[src/hw/rtl/key_value_integer_scanner_assert.svh]
// ---------------------------------------------------------------------------
// Assertion macros for the key/value integer scanner
// Concurrent assertions that drop out of synthesis builds.
// ---------------------------------------------------------------------------
`ifndef KEY_VALUE_INTEGER_SCANNER_ASSERT_SVH
`define KEY_VALUE_INTEGER_SCANNER_ASSERT_SVH

`ifndef SYNTHESIS
// checked only outside reset
`define KVIS_ASSERT(label, clk, rst, prop, msg) \
   label: assert property (@(posedge clk) disable iff (rst) prop) else $error(msg);
// checked at every edge, reset included
`define KVIS_ASSERT_ALWAYS(label, clk, prop, msg) \
   label: assert property (@(posedge clk) prop) else $error(msg);
`else
`define KVIS_ASSERT(label, clk, rst, prop, msg)
`define KVIS_ASSERT_ALWAYS(label, clk, prop, msg)
`endif

`endif

[src/hw/rtl/kvis_pkg.sv]
// ---------------------------------------------------------------------------
// kvis_pkg
// Types, character codes and per-character word functions of the scanner.
// ---------------------------------------------------------------------------
`default_nettype none

package kvis_pkg;

   localparam int MAX_KEY_LEN = 16;

   // scan phases: even = between words, odd = inside a word
   localparam logic [2:0] PH_KEY_GAP  = 3'd0;
   localparam logic [2:0] PH_KEY_WORD = 3'd1;
   localparam logic [2:0] PH_EQ_GAP   = 3'd2;
   localparam logic [2:0] PH_EQ_WORD  = 3'd3;
   localparam logic [2:0] PH_VAL_GAP  = 3'd4;
   localparam logic [2:0] PH_VAL_WORD = 3'd5;

   localparam logic [1:0] ST_FOUND     = 2'd0;
   localparam logic [1:0] ST_NO_EQ     = 2'd1;
   localparam logic [1:0] ST_NO_VALUE  = 2'd2;
   localparam logic [1:0] ST_NOT_FOUND = 2'd3;

   localparam logic [1:0] REG_KEY_LOW  = 2'd0;
   localparam logic [1:0] REG_KEY_HIGH = 2'd1;
   localparam logic [1:0] REG_KEY_LEN  = 2'd2;

   localparam logic [7:0] CH_BS    = 8'h08;
   localparam logic [7:0] CH_TAB   = 8'h09;
   localparam logic [7:0] CH_LF    = 8'h0a;
   localparam logic [7:0] CH_VT    = 8'h0b;
   localparam logic [7:0] CH_FF    = 8'h0c;
   localparam logic [7:0] CH_CR    = 8'h0d;
   localparam logic [7:0] CH_SPACE = 8'h20;
   localparam logic [7:0] CH_QUOTE = 8'h22;
   localparam logic [7:0] CH_PLUS  = 8'h2b;
   localparam logic [7:0] CH_COMMA = 8'h2c;
   localparam logic [7:0] CH_MINUS = 8'h2d;
   localparam logic [7:0] CH_SLASH = 8'h2f;
   localparam logic [7:0] CH_ZERO  = 8'h30;
   localparam logic [7:0] CH_NINE  = 8'h39;
   localparam logic [7:0] CH_EQUAL = 8'h3d;
   localparam logic [7:0] CH_BRACE = 8'h7b;

   localparam logic [31:0] MAG_LIMIT = 32'h8000_0000;
   localparam logic [31:0] POS_MAX   = 32'h7fff_ffff;

   typedef struct packed {
      logic [63:0] low;
      logic [63:0] high;
      logic [4:0]  len;
   } key_type;

   typedef struct packed {
      logic [2:0]  phase;
      logic [4:0]  idx;
      logic        match;
      logic [31:0] acc;
      logic        neg;
      logic        stop;
   } word_type;

   typedef struct packed {
      logic        emit;
      logic [1:0]  status;
      logic [31:0] value;
   } res_type;

   typedef struct packed {
      logic [2:0]  phase;
      logic        emit;
      logic [1:0]  status;
      logic [31:0] value;
   } end_type;

   function automatic logic is_end_char(input logic [7:0] b);
      logic r;
      case (b) inside
         CH_SPACE, CH_BS, CH_TAB, CH_LF, CH_CR, CH_COMMA, CH_QUOTE: r = 1'b1;
         default: r = 1'b0;
      endcase
      return r;
   endfunction

   function automatic logic is_gap_char(input logic [7:0] b);
      return is_end_char(b) || (b == CH_BRACE);
   endfunction

   function automatic word_type word_begin(input word_type w);
      word_type r;
      r       = w;
      r.phase = w.phase + 3'd1;
      r.idx   = '0;
      r.match = 1'b1;
      r.acc   = '0;
      r.neg   = 1'b0;
      r.stop  = 1'b0;
      return r;
   endfunction

   function automatic logic [7:0] key_byte(input key_type k, input logic [3:0] idx);
      logic [7:0] r;
      if (!idx[3]) r = k.low[8*idx[2:0] +: 8];
      else         r = k.high[8*idx[2:0] +: 8];
      return r;
   endfunction

   function automatic word_type word_char(input word_type w, input logic [7:0] b,
                                          input key_type k);
      word_type    r;
      logic [35:0] m;
      r = w;
      m = ({4'b0, w.acc} << 3) + ({4'b0, w.acc} << 1) + {32'b0, b[3:0]};
      if (w.phase == PH_KEY_WORD) begin
         if (w.idx < k.len && w.idx < 5'(MAX_KEY_LEN)) begin
            if (key_byte(k, w.idx[3:0]) != b) r.match = 1'b0;
         end else begin
            r.match = 1'b0;
         end
         if (w.idx != 5'd31) r.idx = w.idx + 5'd1;
      end else if (w.phase == PH_EQ_WORD) begin
         if (w.idx != 5'd0 || b != CH_EQUAL) r.match = 1'b0;
         if (w.idx != 5'd31) r.idx = w.idx + 5'd1;
      end else if (!w.stop) begin
         if (w.idx == 5'd0 && (b == CH_VT || b == CH_FF)) begin
            r = w;  // leading VT/FF skipped
         end else if (w.idx == 5'd0 && (b == CH_PLUS || b == CH_MINUS)) begin
            r.neg = (b == CH_MINUS);
            r.idx = 5'd1;
         end else if (b >= CH_ZERO && b <= CH_NINE) begin
            r.acc = (m > {4'b0, MAG_LIMIT}) ? MAG_LIMIT : m[31:0];
            r.idx = 5'd1;
         end else begin
            r.stop = 1'b1;
         end
      end
      return r;
   endfunction

   function automatic end_type word_end(input word_type w, input key_type k);
      end_type r;
      r.phase  = w.phase;
      r.emit   = 1'b0;
      r.status = ST_FOUND;
      r.value  = '0;
      if (w.phase == PH_KEY_WORD) begin
         r.phase = (w.match && w.idx == k.len && k.len >= 5'd1 &&
                    k.len <= 5'(MAX_KEY_LEN)) ? PH_EQ_GAP : PH_KEY_GAP;
      end else if (w.phase == PH_EQ_WORD) begin
         if (w.match && w.idx == 5'd1) begin
            r.phase = PH_VAL_GAP;
         end else begin
            r.emit   = 1'b1;
            r.status = ST_NO_EQ;
         end
      end else begin
         r.emit  = 1'b1;
         r.value = w.neg ? (32'd0 - w.acc) : (w.acc[31] ? POS_MAX : w.acc);
      end
      return r;
   endfunction

endpackage

`default_nettype wire

[src/hw/rtl/key_value_integer_scanner.sv]
// ---------------------------------------------------------------------------
// key_value_integer_scanner
// Finds "key = value" in a character stream and returns the value as int32.
// ---------------------------------------------------------------------------
// Usage:
//   Request channel (req_*): one text character per request, req_last_byte
//   marks the final character of a text. Result channel (rsp_*): exactly one
//   result per text, given at the character that decides it or at the last.
//   Configuration (APB, 64-bit data): key_chars_low at 0x00, key_chars_high
//   at 0x08, key_length at 0x10. Write only while the scanner is idle.
// Timing:
//   One request accepted per cycle while req_stall is low. A request is scanned
//   while it sits in the input register; its result is then registered in the
//   result register, which drives rsp_*.
//   The scan state is updated by combinational logic for each character.
// Stall:
//   While a result waits under rsp_stall, one more request is taken into the
//   input register, then req_stall rises until the result is taken.
// Reset:
//   Synchronous; clears the scan state and the key registers (key_length 1).
//   After the last character of a text the scan state rearms by itself.
// ---------------------------------------------------------------------------
`default_nettype none
`include "key_value_integer_scanner_assert.svh"

module key_value_integer_scanner
   import kvis_pkg::*;
(
   input  wire logic        clock,
   input  wire logic        reset,
   input  wire logic        req_valid,
   output logic             req_stall,
   input  wire logic [7:0]  req_data_byte,
   input  wire logic        req_last_byte,
   output logic             rsp_valid,
   input  wire logic        rsp_stall,
   output logic [1:0]       rsp_status,
   output logic signed [31:0] rsp_value,
   input  wire logic        psel,
   input  wire logic        penable,
   input  wire logic        pwrite,
   input  wire logic [4:0]  paddr,
   input  wire logic [63:0] pwdata,
   output logic      [63:0] prdata,
   output logic             pready
);

   key_type key;
   res_type res;

   logic        s1_valid_ff, s1_valid_in;
   logic [7:0]  s1_byte_ff;
   logic        s1_last_ff;
   logic        s1_go;
   logic        req_take;
   logic        rsp_valid_ff, rsp_valid_in;
   logic [1:0]  rsp_status_ff;
   logic [31:0] rsp_value_ff;

   kvis_csr u_csr (
      .clock   (clock),
      .reset   (reset),
      .psel    (psel),
      .penable (penable),
      .pwrite  (pwrite),
      .paddr   (paddr),
      .pwdata  (pwdata),
      .prdata  (prdata),
      .pready  (pready),
      .key     (key)
   );

   // input stage advances whenever the result register is free or draining
   assign s1_go     = !rsp_valid_ff || !rsp_stall;
   assign req_stall = s1_valid_ff && !s1_go;
   assign req_take  = req_valid && !req_stall;

   kvis_scan u_scan (
      .clock     (clock),
      .reset     (reset),
      .step      (s1_valid_ff && s1_go),
      .data_byte (s1_byte_ff),
      .last_byte (s1_last_ff),
      .key       (key),
      .res       (res)
   );

   always_comb begin
      s1_valid_in = s1_valid_ff;
      if (req_take)   s1_valid_in = 1'b1;
      else if (s1_go) s1_valid_in = 1'b0;

      rsp_valid_in = rsp_valid_ff;
      if (s1_valid_ff && s1_go && res.emit) rsp_valid_in = 1'b1;
      else if (!rsp_stall)                  rsp_valid_in = 1'b0;
   end

   always_ff @(posedge clock) begin
      if (reset) begin
         s1_valid_ff  <= 1'b0;
         rsp_valid_ff <= 1'b0;
      end else begin
         s1_valid_ff  <= s1_valid_in;
         rsp_valid_ff <= rsp_valid_in;
      end
   end

   always_ff @(posedge clock) begin
      if (req_take) begin
         s1_byte_ff <= req_data_byte;
         s1_last_ff <= req_last_byte;
      end
      if (s1_valid_ff && s1_go && res.emit) begin
         rsp_status_ff <= res.status;
         rsp_value_ff  <= res.value;
      end
   end

   assign rsp_valid  = rsp_valid_ff;
   assign rsp_status = rsp_status_ff;
   assign rsp_value  = signed'(rsp_value_ff);

   `KVIS_ASSERT(a_stall_cause, clock, reset,
      req_stall |-> s1_valid_ff && rsp_valid_ff && rsp_stall,
      "request stalled without a blocked result")
   `KVIS_ASSERT(a_s1_hold, clock, reset,
      s1_valid_ff && !s1_go |=> s1_valid_ff && $stable(s1_byte_ff),
      "input stage lost a blocked request")
   `KVIS_ASSERT(a_value_zero, clock, reset,
      rsp_valid && rsp_status != ST_FOUND |-> rsp_value == 32'sd0,
      "nonzero value on a failure status")
   `KVIS_ASSERT_ALWAYS(a_reset_idle, clock,
      $past(reset) |-> !rsp_valid_ff && !s1_valid_ff,
      "pipeline busy after reset")

endmodule

`default_nettype wire

[src/hw/rtl/kvis_csr.sv]
// ---------------------------------------------------------------------------
// kvis_csr
// APB-style register file holding the search key and its length.
// ---------------------------------------------------------------------------
`default_nettype none

module kvis_csr
   import kvis_pkg::*;
(
   input  wire logic        clock,
   input  wire logic        reset,
   input  wire logic        psel,
   input  wire logic        penable,
   input  wire logic        pwrite,
   input  wire logic [4:0]  paddr,
   input  wire logic [63:0] pwdata,
   output logic      [63:0] prdata,
   output logic             pready,
   output key_type          key
);

   logic [63:0] key_low_ff,  key_low_in;
   logic [63:0] key_high_ff, key_high_in;
   logic [4:0]  key_len_ff,  key_len_in;
   logic        wr_en;
   logic [1:0]  reg_idx;

   assign pready  = 1'b1;
   assign wr_en   = psel && penable && pwrite && pready;
   assign reg_idx = paddr[4:3];

   always_comb begin
      key_low_in  = key_low_ff;
      key_high_in = key_high_ff;
      key_len_in  = key_len_ff;
      if (wr_en) begin
         unique case (reg_idx)
            REG_KEY_LOW:  key_low_in  = pwdata;
            REG_KEY_HIGH: key_high_in = pwdata;
            REG_KEY_LEN:  key_len_in  = pwdata[4:0];
            default: ;
         endcase
      end
   end

   always_comb begin
      unique case (reg_idx)
         REG_KEY_LOW:  prdata = key_low_ff;
         REG_KEY_HIGH: prdata = key_high_ff;
         REG_KEY_LEN:  prdata = {59'b0, key_len_ff};
         default:      prdata = '0;
      endcase
   end

   always_ff @(posedge clock) begin
      if (reset) begin
         key_low_ff  <= '0;
         key_high_ff <= '0;
         key_len_ff  <= 5'd1;
      end else begin
         key_low_ff  <= key_low_in;
         key_high_ff <= key_high_in;
         key_len_ff  <= key_len_in;
      end
   end

   assign key.low  = key_low_ff;
   assign key.high = key_high_ff;
   assign key.len  = key_len_ff;

endmodule

`default_nettype wire

[src/hw/rtl/kvis_scan.sv]
// ---------------------------------------------------------------------------
// kvis_scan
// Per-character scan state and its combinational update for one request.
// ---------------------------------------------------------------------------
`default_nettype none
`include "key_value_integer_scanner_assert.svh"

module kvis_scan
   import kvis_pkg::*;
(
   input  wire logic       clock,
   input  wire logic       reset,
   input  wire logic       step,
   input  wire logic [7:0] data_byte,
   input  wire logic       last_byte,
   input  wire key_type    key,
   output res_type         res
);

   word_type word_ff, word_in;
   logic     comment_ff, comment_in;
   logic     slash_ff,   slash_in;
   logic     cr_ff,      cr_in;
   logic     given_ff,   given_in;

   word_type w_slash;
   word_type w_last;
   end_type  e_step;
   end_type  e_slash;
   end_type  e_last;
   logic [2:0] phase_fin;
   logic       given_mid;

   always_comb begin
      word_in    = word_ff;
      comment_in = comment_ff;
      slash_in   = slash_ff;
      cr_in      = cr_ff;
      res.emit   = 1'b0;
      res.status = ST_FOUND;
      res.value  = '0;

      e_step  = word_end(word_ff, key);
      w_slash = word_char(word_begin(word_ff), CH_SLASH, key);
      e_slash = word_end(w_slash, key);

      if (!given_ff) begin
         if (word_ff.phase[0]) begin
            if (is_end_char(data_byte)) begin
               word_in.phase = e_step.phase;
               res           = '{e_step.emit, e_step.status, e_step.value};
            end else begin
               word_in = word_char(word_ff, data_byte, key);
            end
         end else if (comment_ff) begin
            // comment closes on CR followed by LF
            if (cr_ff && data_byte == CH_LF) comment_in = 1'b0;
            cr_in = (data_byte == CH_CR);
         end else if (slash_ff) begin
            slash_in = 1'b0;
            if (data_byte == CH_SLASH) begin
               comment_in = 1'b1;
               cr_in      = 1'b0;
            end else if (is_end_char(data_byte)) begin
               word_in       = w_slash;
               word_in.phase = e_slash.phase;
               res           = '{e_slash.emit, e_slash.status, e_slash.value};
            end else begin
               word_in = word_char(w_slash, data_byte, key);
            end
         end else if (is_gap_char(data_byte)) begin
            word_in = word_ff;
         end else if (data_byte == CH_SLASH) begin
            slash_in = 1'b1;
         end else begin
            word_in = word_char(word_begin(word_ff), data_byte, key);
         end
      end

      given_mid = given_ff || res.emit;

      // end of text: close an open word, then report whatever is left
      w_last = word_in;
      if (!word_in.phase[0] && slash_in) w_last = word_char(word_begin(word_in), CH_SLASH, key);
      e_last    = word_end(w_last, key);
      phase_fin = w_last.phase[0] ? e_last.phase : w_last.phase;

      if (last_byte && !given_mid) begin
         res.emit = 1'b1;
         if (w_last.phase[0] && e_last.emit) begin
            res.status = e_last.status;
            res.value  = e_last.value;
         end else begin
            res.value = '0;
            if (phase_fin == PH_KEY_GAP)     res.status = ST_NOT_FOUND;
            else if (phase_fin == PH_EQ_GAP) res.status = ST_NO_EQ;
            else                             res.status = ST_NO_VALUE;
         end
      end

      given_in = given_mid || res.emit;
   end

   always_ff @(posedge clock) begin
      if (reset || (step && last_byte)) begin
         word_ff.phase <= PH_KEY_GAP;
         word_ff.idx   <= '0;
         word_ff.match <= 1'b1;
         word_ff.acc   <= '0;
         word_ff.neg   <= 1'b0;
         word_ff.stop  <= 1'b0;
         comment_ff    <= 1'b0;
         slash_ff      <= 1'b0;
         cr_ff         <= 1'b0;
         given_ff      <= 1'b0;
      end else if (step) begin
         word_ff    <= word_in;
         comment_ff <= comment_in;
         slash_ff   <= slash_in;
         cr_ff      <= cr_in;
         given_ff   <= given_in;
      end
   end

   `KVIS_ASSERT(a_single_result, clock, reset, step && res.emit |-> !given_ff, "second result in one text")
   `KVIS_ASSERT(a_last_reports, clock, reset, step && last_byte && !given_ff |-> res.emit, "text ended without result")
   `KVIS_ASSERT(a_rearm, clock, reset, step && last_byte |=> !given_ff && word_ff.phase == PH_KEY_GAP, "scan state not rearmed")

endmodule

`default_nettype wire

[config.mk]
export PLATFORM = sky130hd
export DESIGN_NAME = key_value_integer_scanner
export DESIGN_NICKNAME = d
export VERILOG_FILES = /design/src/hw/rtl/kvis_pkg.sv /design/src/hw/rtl/key_value_integer_scanner.sv /design/src/hw/rtl/kvis_csr.sv /design/src/hw/rtl/kvis_scan.sv
export VERILOG_INCLUDE_DIRS = /design/src /design/src/hw/rtl
export SDC_FILE = /design/constraint.sdc
export NUM_CORES = 1
export LEC_CHECK = 0
export BUFFER_PORTS_ARGS = -buffer_cell sky130_fd_sc_hd__buf_2
export CAP_MARGIN = 20
export CELL_PAD_IN_SITES_DETAIL_PLACEMENT = 0
export CELL_PAD_IN_SITES_GLOBAL_PLACEMENT = 1
export CORE_MARGIN = 2
export CORE_UTILIZATION = 30
export DETAILED_ROUTE_END_ITERATION = 6
export PLACE_DENSITY = 0.69
export RECOVER_POWER = 100
export SYNTH_ARGS = -nofsm -noshare
export SYNTH_HDL_FRONTEND = slang
export SYNTH_SLANG_ARGS = --single-unit
export TNS_END_PERCENT = 50
[constraint.sdc]
create_clock -name clock -period 14.45 [get_ports clock]
set_input_delay 1.445 -clock clock [delete_from_list [all_inputs] [get_ports clock]]
set_output_delay 1.445 -clock clock [all_outputs]
set_load 0.01 [all_outputs]
==> impl_metrics.csv <==
group,metric,value,unit
synth,syn_area,17600,µm²
clock_network,root_buffer,"clkbuf_16",
sta,final.min_clock_period,8.85,ns
grt,grt_max_degree,92,
hold_path,whs_path_depth,2,
worst_setup_path,cp-start-kind,"flop",
power_and_ir_drop,p_total,1.63,mW
sta,hold_violations,0,
worst_setup_path,cp_max_fo,17,
cells_and_area,nets,2534,
placed_design,hpwl,48900,µm
hold_path,whs_endpoint,"u_csr.key_low_ff[35]",
grt,grt_overflow_total,0,
placed_design,gp_congestion,0.887,
worst_setup_path,r2r_setup_slack,5.60,ns
clock_network,cts_buffer_depth,3,
detailed_routing,routed_via_density,5.64,
clock_network,hold_buffers,0,
sta,fin_setup_tns,0,ns
clock_network,cts_sinks,225,
placed_design,portBuffers,181,
grt,antenna_found_initial,12,
status,violations,"max-capacitance violations, max-slew violations",
detailed_routing,vias,17815,
synth,synth_edf_count,43,
synth,synth_cells,2298,
synth,synth_warnings,0,
detailed_routing,wire_per_inst,21.1,µm
sta,setup_viol,0,
synth,synth_nets,2465,
sta,slew_violations,438,
floorplan,core-area,57800,µm²
hold_path,min_from,"u_csr.key_low_ff[35]",
sta,tightest_slew,4.04,ns
grt,grt_pass1_vias,17002,
worst_setup_path,r2r_end,"rsp_value[29]",
run,maxCapViolCount,9,
sta,skew,0.0559,ns
detailed_routing,drc,0,
cells_and_area,final_common_cell,"nand2_1",
synth,ys_ff_latch,225,
clock_network,cts_setup_buffers,0,
floorplan,start_util,0.304,
clock_network,htree_levels,1,
synth,async_reset_ff_frac,0,
cells_and_area,drive_gt1_frac,0.0884,
synth,synth.distinct_cells,107,
sta,post-route-period-util,0.612,
grt,grt_usage,0.213,
floorplan,design.die.area,60600,µm²
synth,ys.flop_type,"dfxtp_1",
power_and_ir_drop,p_leak,7.23,nW
worst_setup_path,critical_path_arrival,9.22,ns
clock_network,clk_latency,0.60,ns
clock_network,cts_resized,0,
worst_setup_path,end_kind,"flop",
worst_setup_path,worst-setup-path-type,"reg -> reg",
detailed_routing,drtIter0Drc,1340,
floorplan,die_width,246,µm
sta,rsz0062_at_grt,"no",
floorplan,die_h,246,µm
hold_path,hold_class,"reg -> reg",
detailed_routing,antenna_left,0,
grt,grt_pass1_wl,102000,µm
sta,clock.fmax,0.113,GHz
worst_setup_path,cp.required,14.82,ns
clock_network,clkSlewWorstSetupHoldPaths,0.06,ns
sta,relSlewSlack,-1.70,
power_and_ir_drop,ir_worst_vdd,0.0829,mV
clock_network,cts_tree,"built",
floorplan,rows,88,
floorplan,ios,186,
power_and_ir_drop,powerDensity,82.9,nW/µm²
cells_and_area,area_growth,11.8,%
worst_setup_path,r2r-start,"s1_byte_ff[3]",
sta,setup_ws,5.60,ns
detailed_routing,drt-pass1-iter-count,6,
worst_setup_path,ff2ff_path_depth,18,
synth,syn_avg_cell_area,7.65,µm²
status,status,"finished, violations left",
cells_and_area,final_cell_mix,"394 x nand2_1, 223 x a21oi_1, 202 x nor2_1, 180 x dfxtp_1, 122 x clkbuf_1",
detailed_routing,wirelength,66600,µm
clock_network,cts_buffers,28,
synth,yosysSeqAreaShare,0.281,
placed_design,dp_worst_setup_slack,7.46,ns
## logic make-up (layout without fill, tap and decap cells)
| group | count (synthesis) | after routing | share of synthesized area |
|---|---|---|---|
| AOI/OAI and AO/OA | 639 | 639 | 0.237 |
| xor gates and xnor gates | 81 | 81 | 0.0404 |
| adders and majority gates | 82 | 82 | 0.0592 |
| buffers and inverters | 212 | 300 | 0.0482 |
| DFF | 225 | 225 | 0.281 |
| muxes | 128 | 128 | 0.0896 |
| other | 1 | 6 | 0.000213 |
| and+or+nand+nor | 930 | 930 | 0.245 |
## power by group
part	total [mW]	switching [mW]	internal, mW	leakage [nW]
clock network	0.654	0.286	0.368	0.408
logic	0.298	0.192	0.106	4.93
registers	0.677	0.0239	0.653	1.89
## worst max-delay path by stage
stage                        from            end  slack, ns  cells past startpoint
floorplan           s1_byte_ff[3]  rsp_value[16]       9.01                     22
global placement    s1_byte_ff[3]  rsp_value[30]       7.53                     18
detailed placement  s1_byte_ff[3]  rsp_value[19]       7.46                     17
CTS                 s1_byte_ff[3]  rsp_value[19]       7.34                     17
global route        s1_byte_ff[3]  rsp_value[28]       5.01                     19
finish              s1_byte_ff[3]  rsp_value[29]       5.60                     18
## cell usage after synthesis (9+ instances only)
master	count	area [µm²]
buf_2	17	85.1
o21ai_0	101	505
or3_1	22	138
inv_1	35	131
o221ai_1	15	131
nor2b_1	9	56.3
nor4_1	19	119
clkbuf_1	135	507
a21o_1	20	150
nor4b_1	9	78.8
o21ai_1	21	105
mux4_2	23	518
a221oi_1	15	131
buf_1	16	60.1
o22ai_1	15	93.8
nand4_1	31	194
and3_1	16	100
o21a_1	15	113
mux2i_1	100	1000
dfxtp_1	182	3640
a211oi_1	35	263
a32oi_1	15	131
nor3_1	65	325
nor3b_1	11	82.6
nand2_1	394	1480
a31oi_1	17	106
ha_1	80	1000
xor2_1	33	289
a22oi_1	14	105
o31ai_1	23	173
o211ai_1	21	158
and2_1	17	106
or4_1	9	67.6
xnor2_1	48	420
nand2b_1	18	113
nand3_1	61	305
nor2_1	202	758
edfxtp_1	43	1290
a21oi_1	222	1110
## flip-flops by register name, indices dropped and copies added (netlist names), named ones only
| signal | cells |
|---|---|
| u_csr.key_high_ff | 64 |
| u_csr.key_low_ff | 64 |
| u_scan.word_ff | 42 |
| rsp_value | 32 |
| s1_byte_ff | 8 |
| u_csr.key_len_ff | 5 |
| rsp_status | 2 |
| rsp_valid | 1 |
| s1_last_ff | 1 |
| s1_valid_ff | 1 |
| u_scan.comment_ff | 1 |
| u_scan.cr_ff | 1 |
| u_scan.given_ff | 1 |
| u_scan.slash_ff | 1 |
## per-layer routing
| layer | wire (µm) | track usage | part of all wire |
|---|---|---|---|
| met3 | 3590 | 0.0309 | 0.054 |
| met4 | 2390 | 0.0745 | 0.036 |
| met5 | 50 | 0 | 0.00075 |
| met2 | 32800 | 0.375 | 0.49 |
| met1 | 27700 | 0.263 | 0.42 |
## cell type report
type | count | area [µm²]
tap | 765 | 957
clock buffer | 40 | 766
multi-input combinational | 1861 | 11800
fill | 6228 | 38200
clock inverter | 9 | 71.3
sequential | 225 | 4940
inverter | 38 | 143
timing repair buffer | 213 | 987
antenna | 5 | 12.5
## per-stage QoR
step	hold WS, ns	std cells	instance area [µm²]	util
after detailed placement	0.461	3100	19000	0.329
final	0.469	3156	19700	0.340
after global placement	0.453	3098	19000	0.329
after global routing	0.486	3153	19600	0.340
after floorplan	0.440	2298	17600	-
after CTS	0.469	3149	19800	0.343
## critical path: stages, from the launching register on
cell      delay [ns]
edfxtp_1        0.67
fa_1            0.67
inv_1           0.07
fa_1            0.46
nand2b_1        0.19
a21oi_1         0.29
o21ai_0         0.30
o21a_1          0.36
o22a_1          0.26
o21ai_0         0.19
a32o_1          0.43
nor3_2          0.06
clkbuf_1        0.41
a31oi_1         1.41
o211ai_1        0.40
o41ai_1         1.58
nand3_1         0.30
o211a_1         0.33
o31ai_1         0.22
Note: power is estimated with default switching activity, not from simulation.
